<file path="config.mk">
export PLATFORM = sky130hd
export DESIGN_NAME = id3v2_frame_scanner
export DESIGN_NICKNAME = d
export VERILOG_FILES = /design/src/id3fs_pkg.sv /design/src/id3v2_frame_scanner.sv
export SDC_FILE = /design/constraint.sdc
export NUM_CORES = 1
export LEC_CHECK = 0
export ABC_AREA = 0
export BUFFER_PORTS_ARGS = -buffer_cell sky130_fd_sc_hd__buf_2
export CORE_ASPECT_RATIO = 1.2
export CORE_MARGIN = 3
export CORE_UTILIZATION = 40
export CTS_CLUSTER_SIZE = 10
export DETAILED_ROUTE_END_ITERATION = 12
export HOLD_SLACK_MARGIN = 0.12
export PLACE_DENSITY = 0.59
export RECOVER_POWER = 50
export SLEW_MARGIN = 10
export SYNTH_ARGS = -nofsm -noshare
export SYNTH_HDL_FRONTEND = slang
export SYNTH_SLANG_ARGS = --single-unit
</file>
<file path="constraint.sdc">
create_clock -name i_clk -period 18.7 [get_ports i_clk]
set_clock_uncertainty 0.15 [all_clocks]
set_input_delay 5.61 -clock i_clk [delete_from_list [all_inputs] [get_ports i_clk]]
set_output_delay 5.61 -clock i_clk [all_outputs]
set_load 0.005 [all_outputs]
</file>
<file path="src/id3fs_pkg.sv">
// shared types and the frame identifier table of the id3v2 frame scanner
`default_nettype none
package id3fs_pkg;

    localparam int unsigned WinLen   = 10;
    localparam int unsigned NumBases = 7;

    typedef struct packed {
        logic [7:0] data_byte;
        logic       last_byte;
    } t_in_item;

    typedef struct packed {
        logic        record_kind;
        logic        tag_ok;
        logic [27:0] tag_length;
        logic [6:0]  frame_kind;
        logic [28:0] frame_start;
        logic [27:0] frame_length;
    } t_out_item;

    typedef struct packed {
        logic       hit;
        logic [6:0] kind;
    } t_hit;

    localparam logic REC_TAG   = 1'b0;
    localparam logic REC_FRAME = 1'b1;

    // frame identifier table, index in table order
    function automatic t_hit id_lookup(input logic [31:0] id);
        t_hit r;
        r = '0;
        unique case (id)
            "AENC": r = {1'b1, 7'd0};
            "APIC": r = {1'b1, 7'd1};
            "COMM": r = {1'b1, 7'd2};
            "COMR": r = {1'b1, 7'd3};
            "ENCR": r = {1'b1, 7'd4};
            "EQUA": r = {1'b1, 7'd5};
            "ETCO": r = {1'b1, 7'd6};
            "GEOB": r = {1'b1, 7'd7};
            "GRID": r = {1'b1, 7'd8};
            "IPLS": r = {1'b1, 7'd9};
            "LINK": r = {1'b1, 7'd10};
            "MCDI": r = {1'b1, 7'd11};
            "MLLT": r = {1'b1, 7'd12};
            "OWNE": r = {1'b1, 7'd13};
            "PRIV": r = {1'b1, 7'd14};
            "PCNT": r = {1'b1, 7'd15};
            "POPM": r = {1'b1, 7'd16};
            "POSS": r = {1'b1, 7'd17};
            "RBUF": r = {1'b1, 7'd18};
            "RVAD": r = {1'b1, 7'd19};
            "RVRB": r = {1'b1, 7'd20};
            "SYLT": r = {1'b1, 7'd21};
            "SYTC": r = {1'b1, 7'd22};
            "TALB": r = {1'b1, 7'd23};
            "TBPM": r = {1'b1, 7'd24};
            "TCOM": r = {1'b1, 7'd25};
            "TCON": r = {1'b1, 7'd26};
            "TCOP": r = {1'b1, 7'd27};
            "TDAT": r = {1'b1, 7'd28};
            "TDLY": r = {1'b1, 7'd29};
            "TENC": r = {1'b1, 7'd30};
            "TEXT": r = {1'b1, 7'd31};
            "TFLT": r = {1'b1, 7'd32};
            "TIME": r = {1'b1, 7'd33};
            "TIT1": r = {1'b1, 7'd34};
            "TIT2": r = {1'b1, 7'd35};
            "TIT3": r = {1'b1, 7'd36};
            "TKEY": r = {1'b1, 7'd37};
            "TLAN": r = {1'b1, 7'd38};
            "TLEN": r = {1'b1, 7'd39};
            "TMED": r = {1'b1, 7'd40};
            "TOAL": r = {1'b1, 7'd41};
            "TOFN": r = {1'b1, 7'd42};
            "TOLY": r = {1'b1, 7'd43};
            "TOPE": r = {1'b1, 7'd44};
            "TORY": r = {1'b1, 7'd45};
            "TOWN": r = {1'b1, 7'd46};
            "TPE1": r = {1'b1, 7'd47};
            "TPE2": r = {1'b1, 7'd48};
            "TPE3": r = {1'b1, 7'd49};
            "TPE4": r = {1'b1, 7'd50};
            "TPOS": r = {1'b1, 7'd51};
            "TPUB": r = {1'b1, 7'd52};
            "TRCK": r = {1'b1, 7'd53};
            "TRDA": r = {1'b1, 7'd54};
            "TRSN": r = {1'b1, 7'd55};
            "TRSO": r = {1'b1, 7'd56};
            "TSIZ": r = {1'b1, 7'd57};
            "TSRC": r = {1'b1, 7'd58};
            "TSSE": r = {1'b1, 7'd59};
            "TYER": r = {1'b1, 7'd60};
            "TXXX": r = {1'b1, 7'd61};
            "UFID": r = {1'b1, 7'd62};
            "USER": r = {1'b1, 7'd63};
            "USLT": r = {1'b1, 7'd64};
            "WCOM": r = {1'b1, 7'd65};
            "WCOP": r = {1'b1, 7'd66};
            "WOAF": r = {1'b1, 7'd67};
            "WOAR": r = {1'b1, 7'd68};
            "WOAS": r = {1'b1, 7'd69};
            "WORS": r = {1'b1, 7'd70};
            "WPAY": r = {1'b1, 7'd71};
            "WPUB": r = {1'b1, 7'd72};
            "WXXX": r = {1'b1, 7'd73};
            "TDRC": r = {1'b1, 7'd74};
            default: r = '0;
        endcase
        return r;
    endfunction

endpackage
`default_nettype wire

</file>
<file path="src/id3v2_frame_scanner.sv">
// id3v2 tag header check and frame scanner, one file byte per item
// a result is registered after its item passes the input register
// throughput: one item per cycle, set by the single input and result register pair
// a stalled result register holds the input register, which itself still takes one item
// reset: synchronous active-low, clears window, position and scan state
// a final byte of a file returns all scan state to its reset values
`default_nettype none
module id3v2_frame_scanner
    import id3fs_pkg::*;
(
    input  wire logic      i_clk,
    input  wire logic      i_rst_n,
    input  wire logic      i_valid,
    output logic           o_ready,
    input  wire t_in_item  i_in_item,
    output logic           o_valid,
    input  wire logic      i_ready,
    output t_out_item      o_out_item
);

    localparam logic [28:0] PosMax = '1;

    function automatic logic [27:0] size7(input logic [7:0] b0, input logic [7:0] b1,
                                          input logic [7:0] b2, input logic [7:0] b3);
        return {b0[6:0], b1[6:0], b2[6:0], b3[6:0]};
    endfunction

    logic        r_in_valid;
    logic [7:0]  r_in_byte;
    logic        r_in_last;

    logic [7:0]  r_win [WinLen];
    logic [7:0]  n_win [WinLen];
    t_hit        r_hit [NumBases];
    t_hit        n_hit [NumBases];
    logic [28:0] r_pos;
    logic [28:0] n_pos;
    logic [28:0] r_nsp;
    logic [28:0] n_nsp;
    logic [28:0] r_tag_end;
    logic [28:0] n_tag_end;
    logic [27:0] r_tag_size;
    logic [27:0] n_tag_size;
    logic        r_tag_ok;
    logic        n_tag_ok;
    logic        r_done;
    logic        n_done;

    logic        r_out_valid;
    t_out_item   r_out;
    t_out_item   n_out;
    logic        n_emit;

    logic        adv;
    logic        hdr_ok;
    logic [27:0] hdr_size;
    logic [27:0] full_size;
    logic        scan;
    logic        final_step;
    logic [29:0] off;
    logic        off_small;
    logic [28:0] s0;
    logic [29:0] nx;
    logic        found;
    logic [2:0]  sel;
    t_hit        sel_hit;

    assign adv     = r_in_valid && (!r_out_valid || i_ready);
    assign o_ready = !r_in_valid || adv;
    assign o_valid = r_out_valid;
    assign o_out_item = r_out;

    always_comb begin
        for (int i = 0; i < WinLen - 1; i++) begin
            n_win[i] = r_win[i + 1];
        end
        n_win[WinLen - 1] = r_in_byte;
        for (int b = 0; b < NumBases - 1; b++) begin
            n_hit[b] = r_hit[b + 1];
        end
        n_hit[NumBases - 1] = id_lookup({r_win[7], r_win[8], r_win[9], r_in_byte});
    end

    always_comb begin
        hdr_ok     = (n_win[0] == "I") && (n_win[1] == "D") && (n_win[2] == "3");
        hdr_size   = size7(n_win[6], n_win[7], n_win[8], n_win[9]);
        full_size  = size7(n_win[4], n_win[5], n_win[6], n_win[7]);
        scan       = r_tag_ok && !r_done && (r_pos > 29'd9);
        final_step = r_in_last || (({1'b0, r_pos} + 30'd1) == {1'b0, r_tag_end});
        off        = {1'b0, r_nsp} + 30'd9 - {1'b0, r_pos};
        off_small  = (off[29:3] == '0);
        s0         = r_pos - 29'd9;
        nx         = {1'b0, r_pos} + 30'd1 + {2'b0, full_size};

        found   = 1'b0;
        sel     = '0;
        sel_hit = '0;
        for (int b = 0; b < NumBases; b++) begin
            if (!found && off_small && (off[2:0] <= 3'(b)) && n_hit[b].hit
                && (b == 0 || final_step)) begin
                found   = 1'b1;
                sel     = 3'(b);
                sel_hit = n_hit[b];
            end
        end
    end

    always_comb begin
        n_pos      = (r_pos < PosMax) ? r_pos + 29'd1 : r_pos;
        n_nsp      = r_nsp;
        n_tag_end  = r_tag_end;
        n_tag_size = r_tag_size;
        n_tag_ok   = r_tag_ok;
        n_done     = r_done;
        n_emit     = 1'b0;
        n_out      = '0;

        if (r_pos == 29'd9) begin
            n_emit           = 1'b1;
            n_out.record_kind = REC_TAG;
            n_out.tag_ok     = hdr_ok;
            n_out.tag_length = hdr_size;
            n_tag_ok         = hdr_ok;
            n_tag_size       = hdr_size;
            n_tag_end        = hdr_ok ? 29'd10 + {1'b0, hdr_size} : '0;
            n_done           = !hdr_ok || (hdr_size == '0);
        end else if (r_pos < 29'd9) begin
            if (r_in_last) begin
                n_emit            = 1'b1;
                n_out.record_kind = REC_TAG;
            end
        end else if (scan) begin
            if (found) begin
                n_emit             = 1'b1;
                n_out.record_kind  = REC_FRAME;
                n_out.tag_ok       = 1'b1;
                n_out.tag_length   = r_tag_size;
                n_out.frame_kind   = sel_hit.kind;
                n_out.frame_start  = s0 + {26'd0, sel};
                if (sel == '0) begin
                    n_out.frame_length = full_size;
                    if (nx >= {1'b0, r_tag_end}) begin
                        n_nsp  = r_tag_end;
                        n_done = 1'b1;
                    end else begin
                        n_nsp = nx[28:0];
                    end
                end else begin
                    n_done = 1'b1;
                end
            end else if (off == '0) begin
                n_nsp = r_nsp + 29'd1;
            end
            if (final_step) begin
                n_done = 1'b1;
            end
        end
    end

    always_ff @(posedge i_clk) begin
        if (!i_rst_n) begin
            r_in_valid  <= 1'b0;
            r_out_valid <= 1'b0;
        end else begin
            if (i_valid && o_ready) begin
                r_in_valid <= 1'b1;
            end else if (adv) begin
                r_in_valid <= 1'b0;
            end
            if (adv) begin
                r_out_valid <= n_emit;
            end else if (i_ready) begin
                r_out_valid <= 1'b0;
            end
        end
    end

    always_ff @(posedge i_clk) begin
        if (i_valid && o_ready) begin
            r_in_byte <= i_in_item.data_byte;
            r_in_last <= i_in_item.last_byte;
        end
        if (adv) begin
            r_out <= n_out;
        end
    end

    // scan state, cleared again after the final byte of a file
    always_ff @(posedge i_clk) begin
        if (!i_rst_n || (adv && r_in_last)) begin
            for (int i = 0; i < WinLen; i++) begin
                r_win[i] <= '0;
            end
            for (int b = 0; b < NumBases; b++) begin
                r_hit[b] <= '0;
            end
            r_pos      <= '0;
            r_nsp      <= 29'd10;
            r_tag_end  <= '0;
            r_tag_size <= '0;
            r_tag_ok   <= 1'b0;
            r_done     <= 1'b0;
        end else if (adv) begin
            r_win      <= n_win;
            r_hit      <= n_hit;
            r_pos      <= n_pos;
            r_nsp      <= n_nsp;
            r_tag_end  <= n_tag_end;
            r_tag_size <= n_tag_size;
            r_tag_ok   <= n_tag_ok;
            r_done     <= n_done;
        end
    end

endmodule
`default_nettype wire
</file>
==> run_results.csv, run 1 <==
group,metric,value,unit
run_status,status,"finished with violations",
run_status,failed_checks,"capacitance limit, slew limit",
layout,nNetsFinal,3440,
yosys,ys_dominant_reg_cell,"dfxtp_1",
floorplanning,io_pins,109,
critical_path,r2r_start,"r_pos[0]$_SDFFE_PP0P_",
global_routing,grt_first_pass_wirelength,152,mm
yosys,synth_compound_area_frac,0.203,
critical_path,cp_max_fo,137,
clocking,clk_pin_slew,0.05,ns
power,leakage,9.90,nW
clocking,numCtsBuffers,42,
place,gp_congestion,0.974,
yosys,syn_nets,3420,
sta,max_freq,80.2,MHz
global_routing,grt_start_max_net_pins,138,
layout,fin_cells,4070,
clocking,post_cts_buffers,0,
sta,finalSetupViolations,0,
place,io_buffers,108,
floorplanning,die_width,237,µm
drt,drtIter0Drc,2020,
yosys,synth.distinct_cells,113,
global_routing,grt_pass1_vias,24243,
layout,synthToLayoutAreaGrowth,8.91,%
drt,viasPerCell,6.16,
global_routing,track_usage,0.296,
critical_path,start_kind,"input pin",
yosys,yosys_register_bits,342,
run,cap_violations,5,
yosys,synth_fa_ha_area_frac,0.100,
critical_path,r2r_setup_slack,6.80,ns
yosys,ys_seq_area_frac,0.309,
yosys,synth_edf_count,103,
sta,max_slew_margin,-1.92,
clocking,insertion_delay,0.59,ns
yosys,yosys.area_share.simple,0.281,
drt,dr.pass1.iters,5,
critical_path,end_kind,"flip-flop",
yosys,yosysWarningCount,0,
power,powerDensity,59.5,nW/µm²
sta,tightest_slew,4.38,ns
clocking,tritoncts,"built",
floorplanning,rows,100,
place,post-dp-hpwl,77.8,mm
clocking,cts_hold_buf,0,
power,p_total,1.65,mW
global_routing,antenna_found_initial,0,
layout,num_antenna_cells,0,
yosys,synth_top_family_by_area,"simple AND/OR/NAND/NOR gates",
drt,wl,103,mm
critical_path,critical_path_arrival,12.80,ns
sta,fin_crit,12.47,ns
sta,drv_slew,243,
clocking,cts.sinks,342,
critical_path,endpoint,"r_pos[1]$_SDFFE_PP0P_",
yosys,synthMuxAreaShare,0.00740,
sta,rsz0062_at_grt,"false",
drt,vias,25052,
floorplanning,dieArea,66900,µm²
sta,hold_violations,0,
sta,tns,0,ns
power,vdd_ir_drop_max,0.0532,mV
drt,wl_per_cell,25.2,µm
floorplanning,start_util,0.408,
clocking,cts_buffer_depth,3,
yosys,async_flop_share,0,
clocking,htreeDepth,2,
clocking,cts-root-buf,"clkbuf_16",
drt,drc,0,
critical_path,critical_path.startpoint,"i_ready",
yosys,synth-xor-area-share,0.0493,
critical_path,crit_required,19.04,ns
yosys,synthesis.area,25500,µm²
critical_path,r2r_end,"o_out_item[56]$_SDFFCE_PP0P_",
worst_hold_path,hp-class,"flip-flop to flip-flop",
clocking,cts_resized,0,
layout,drive_gt1_frac,0.0731,
yosys,syn_area_per_cell,7.96,µm²
drt,antenna_left,0,
sta,finalCritPeriodShare,0.667,
floorplanning,die_height,283,µm
global_routing,gr-total-overflow,0,
yosys,postSynthCellCount,3204,
critical_path,criticalPathCategory,"input pin to flip-flop",
place,dp_cells,3996,
critical_path,reg2regPathDepth,30,
floorplanning,core-area,62600,µm²
-- worst min-delay path by stage --
stage	startpoint	to	cells past startpoint
floorplan	n_win[75]$_SDFFE_PP0P_	n_win[75]$_SDFFE_PP0P_	2
global placement	n_win[51]$_SDFFE_PP0P_	n_win[59]$_SDFFE_PP0P_	2
detailed placement	r_tag_size[26]$_SDFFE_PP0P_	r_tag_size[26]$_SDFFE_PP0P_	2
CTS	r_tag_size[26]$_SDFFE_PP0P_	r_tag_size[26]$_SDFFE_PP0P_	2
global route	r_tag_size[5]$_SDFFE_PP0P_	r_tag_size[5]$_SDFFE_PP0P_	2
finish	r_tag_size[26]$_SDFFE_PP0P_	r_tag_size[26]$_SDFFE_PP0P_	2
-- state kept, by name (all words and copies together) (netlist names), 7 cells and up --
register and flops:
full_size 28, hdr_size 7, n_hit 48, n_win 37
o_out_item 94, r_in_byte 8, r_nsp 29, r_pos 29
r_tag_end 29, r_tag_size 28
-- power breakdown --
part / switching, mW / total [mW] / internal [mW]
Clock: 0.333 / 0.767 / 0.433
Combinational: 0.0727 / 0.0985 / 0.0258
Sequential: 0.0121 / 0.788 / 0.775
Total: 0.418 / 1.65 / 1.23
-- cell usage after synthesis (13+ instances only) --
cell type  instances  area [µm²]
nand2_1          506        1900
a21oi_1          302        1510
dfxtp_1          239        4780
nor2_1           222         833
ha_1             200        2500
nand3_1          136         681
inv_1            129         484
xnor2_1          114         998
clkbuf_1         109         409
o21ai_0          107         536
edfxtp_1         103        3090
nor3_1            93         465
nand4_1           64         400
nor4_1            64         400
buf_2             44         220
a21o_1            41         308
a22oi_1           38         285
a31oi_1           35         219
nand2b_1          35         219
nor2b_1           35         219
or3_1             35         219
and2_1            30         188
a22o_1            29         254
o21a_1            24         180
xor2_1            22         193
and2_4            21         184
and3_1            21         131
or4_1             20         150
o211ai_1          19         143
o21bai_1          19         143
nor4b_1           16         140
a211oi_1          14         105
and4_1            13         114
nor4bb_1          13         130
o22ai_1           13        81.3
-- kinds of logic after synthesis --
family,Yosys count
compound gates,796
flops,342
buf+inv,306
simple gates,1400
xor+xnor,139
mux,18
fa+ha+maj,203
-- cell type report --
cell class,count,area [µm²]
sequential,342,7880
multi-input combinational,2556,16400
clock buffer,67,1170
timing repair buffer,151,777
fill,6368,34800
inverter,131,499
clock inverter,7,83.8
tap,816,1020
-- through the flow --
stage                     hold WS [ns]  instance area [µm²]   util  setup slack (ns)
after detailed placement         0.296                26700  0.426              6.91
after floorplan                  0.281                25500      -              7.16
after global placement           0.286                26700  0.426              6.91
final                            0.303                27800  0.444              6.23
after global routing             0.318                27800  0.444              5.79
after CTS                        0.304                27900  0.447              6.91
-- routing by layer --
metal	global-route usage	wire, µm
met1	0.339	40100
met4	0.179	7160
met5	0	0
met2	0.531	50400
met3	0.0331	5020
-- layout by cell type, fill, tap and decap left out, types with 29 or more instances in the layout --
| master | instances |
|---|---|
| nand2_1 | 504 |
| a21oi_1 | 302 |
| dfxtp_1 | 239 |
| nor2_1 | 220 |
| ha_1 | 200 |
| nand3_1 | 138 |
| inv_1 | 128 |
| xnor2_1 | 114 |
| o21ai_0 | 107 |
| edfxtp_1 | 103 |
| nor3_1 | 94 |
| clkbuf_1 | 86 |
| nand4_1 | 64 |
| nor4_1 | 63 |
| buf_2 | 45 |
| clkbuf_16 | 42 |
| a21o_1 | 41 |
| buf_4 | 41 |
| a22oi_1 | 38 |
| nand2b_1 | 35 |
| or3_1 | 35 |
| nor2b_1 | 35 |
| a31oi_1 | 35 |
| a22o_1 | 29 |
-- worst max-delay path: stages --
cell and delay (ns):
buf_2 0.10, nand2b_1 0.18, nand2_4 0.08, clkbuf_1 2.43, inv_8 1.04, nand2_1 0.33, nand2_1 1.00, buf_4 0.81
buf_4 0.61, a211oi_1 0.30
(Power assumes the default switching activity.)
==> run 2: changes to the inputs <==
--- a/config.mk
+++ b/config.mk
@@ -5,7 +5,7 @@
 export SDC_FILE = /design/constraint.sdc
 export NUM_CORES = 1
 export LEC_CHECK = 0
-export ABC_AREA = 0
+export ABC_AREA = 1
 export BUFFER_PORTS_ARGS = -buffer_cell sky130_fd_sc_hd__buf_2
 export CORE_ASPECT_RATIO = 1.2
 export CORE_MARGIN = 3
==> constraint.sdc (replaced) <==
create_clock -name i_clk -period 12.7 [get_ports i_clk]
set_clock_uncertainty 0.15 [all_clocks]
set_input_delay 3.81 -clock i_clk [delete_from_list [all_inputs] [get_ports i_clk]]
set_output_delay 3.81 -clock i_clk [all_outputs]
set_load 0.005 [all_outputs]
==> run_results.csv, run 2 <==
group,metric,value,unit
clocking,insertion_delay,0.61,ns
floorplanning,start_util,0.406,
clocking,htreeDepth,2,
global_routing,antenna_found_initial,1,
drt,vias,26139,
sta,fin_crit,10.04,ns
clocking,numCtsBuffers,43,
yosys,async_flop_share,0,
yosys,yosys.cell_count.top_type,"nand2_1",
sta,rsz0062_at_grt,"false",
yosys,synth_top_area_frac,0.185,
layout,layout_commonest_cell,"nand2_1",
drt,maxUsedRoutingLayer,"met4",
critical_path,critical_path_arrival,10.32,ns
sta,tightest_slew,4.29,ns
layout,fin_util,0.445,
power,leakage,12.5,nW
critical_path,criticalPathCategory,"input pin to flip-flop",
yosys,yosys_register_bits,342,
critical_path,end_kind,"flip-flop",
place,placed_area,27000,µm²
run_status,failed_checks,"capacitance limit, slew limit",
sta,finalSetupViolations,0,
power,powerDensity,101,nW/µm²
power,p_switching,0.857,mW
power,power_frac_comb,0.165,
yosys,synth_largest_area_cell,"dfxtp_1",
drt,wl_met3,4.89,mm
worst_hold_path,hp-class,"flip-flop to flip-flop",
critical_path,worstPathCellList,"buf_2 > inv_1 > nand2_1 > nand2_4 > clkbuf_1 > o21ai_4 > clkbuf_2 > inv_1 > buf_4 > o21ai_0 > a21oi_1",
sta,max_slew_margin,-1.86,
critical_path,critPathMaxStageDelay,3.00,ns
sta,max_freq,99.6,MHz
global_routing,grt_start_max_net_pins,200,
yosys,postSynthCellCount,3899,
layout,synthToLayoutAreaGrowth,9.53,%
power,swShare,0.301,
floorplanning,io_pins,109,
floorplanning,die_width,238,µm
sta,tns,0,ns
floorplanning,die_height,284,µm
yosys,ys_dominant_reg_cell,"dfxtp_1",
layout,final_area,28300,µm²
yosys,synthTopCellsByArea,"dfxtp_1, nand2_1, edfxtp_1",
place,post-dp-hpwl,74.2,mm
drt,wl,95.5,mm
clocking,cts-root-buf,"clkbuf_16",
place,gp_congestion,1.04,
global_routing,grt_pass1_vias,24703,
yosys,synth_edf_count,103,
drt,drtIter0Drc,2074,
drt,dr.pass1.iters,5,
drt,drt-met1-wl,39.3,mm
drt,antenna_left,0,
layout,mostFrequentLayoutCells,"nand2_1, inv_1, nor2_1",
critical_path,start_kind,"input pin",
global_routing,track_usage,0.275,
yosys,syn_nets,4115,
power,seqPwrFrac,0.412,
yosys,syn_area_per_cell,6.62,µm²
critical_path,cpMostUsedCell,"inv_1",
critical_path,crit_required,12.98,ns
drt,drc,0,
drt,wl_per_cell,19.9,µm
clocking,cts.sinks,342,
run_status,status,"finished with violations",
run,cap_violations,4,
place,preCtsSetupSlack,4.54,ns
sta,drv_slew,341,
power,clkPwrFrac,0.423,
floorplanning,dieArea,67600,µm²
clocking,cts_hold_buf,0,
drt,wl_met2,45.9,mm
global_routing,gr-total-overflow,0,
clocking,tritoncts,"built",
sta,hold_violations,0,
clocking,cts_resized,0,
layout,num_antenna_cells,0,
power,p_total,2.85,mW
yosys,yosysWarningCount,0,
clocking,post_cts_buffers,0,
yosys,synth.distinct_cells,64,
yosys,synth_common_cells,"nand2_1, inv_1, nor2_1",
clocking,cts_buffer_depth,3,
place,io_buffers,108,
sta,setup_slack,2.66,ns
power,vdd_ir_drop_max,0.0934,mV
floorplanning,rows,101,
layout,largest_reg_flops,94,
power,cell_internal_pwr,1.99,mW
floorplanning,core-area,63600,µm²
global_routing,grt_first_pass_wirelength,145,mm
critical_path,cp_max_fo,199,
layout,nNetsFinal,4170,
drt,viasPerCell,5.44,
critical_path,crit_path_top_delay_cell,"clkbuf_2",
clocking,clk_pin_slew,0.06,ns
yosys,synthesis.area,25800,µm²
layout,drive_gt1_frac,0.0514,
sta,finalCritPeriodShare,0.791,
yosys,ys_seq_area_frac,0.305,
run 2: cell types whose count changed in the layout (fill, tap and decap cells not counted), sizes merged, moves of 33 or more:
cell / change
nand2b: -35
a21o: -33
xnor2: -100
nand3: +182
a22oi: -38
inv: +348
nor4: -40
nor2: +229
nand2: +578
nor2b: -35
xor2: +40
or3: -36
and2: -50
run 2: layer usage:
metal,GRT usage,vias up
met5,0,-
met2,0.479,837
met1,0.335,12127
met3,0.0304,234
li1,-,12941
met4,0.141,0
run 2: kinds of logic after synthesis:
family,Yosys count,share of synthesized area
compound gates,581,0.125
xor+xnor,77,0.0269
fa+ha+maj,203,0.0993
buf+inv,595,0.0900
flops,342,0.305
simple gates,2101,0.353
run 2: metrics by stage:
step	hold WS (ns)	cells
after global routing	0.315	4809
after detailed placement	0.297	4733
after global placement	0.297	4733
after floorplan	0.277	3899
final	0.304	4809
after CTS	0.306	4809
run 2: cell type report:
cell class,count,area (µm²)
inverters,482,1810
multi-input cells,2962,15600
clock buffers,69,1240
repair buffers,123,577
flip-flops and latches,342,7880
fillers,6785,35300
well taps,824,1030
clock inverters,7,120
run 2: power groups by stage:
stage	Clock (mW)	Combinational [mW]	Sequential [mW]
detailed placement	0	0.463	1.19
floorplan	0	0.331	1.19
global route	1.27	0.527	1.18
finish	1.20	0.468	1.17
global placement	0	0.464	1.19
CTS	1.23	0.466	1.17
run 2: worst paths after layout:
| check | endpoint | slack [ns] | depth (start not counted) | startpoint |
|---|---|---|---|---|
| min reg2reg | r_done$_SDFFE_PP0P_ | 0.30 | 2 | r_done$_SDFFE_PP0P_ |
| max | r_pos[5]$_SDFFE_PP0P_ | 2.66 | 11 | i_ready |
| max reg2reg | o_out_item[52]$_SDFFCE_PP0P_ | 4.18 | 42 | r_pos[15]$_SDFFE_PP0P_ |
| min | r_done$_SDFFE_PP0P_ | 0.30 | 2 | r_done$_SDFFE_PP0P_ |
run 2: critical path: cells and delay by family:
kind	cells	cell delay [ns]
buffers and inverters	6	5.57
AOI/OAI and AO/OA	3	0.60
and+or+nand+nor	2	0.32
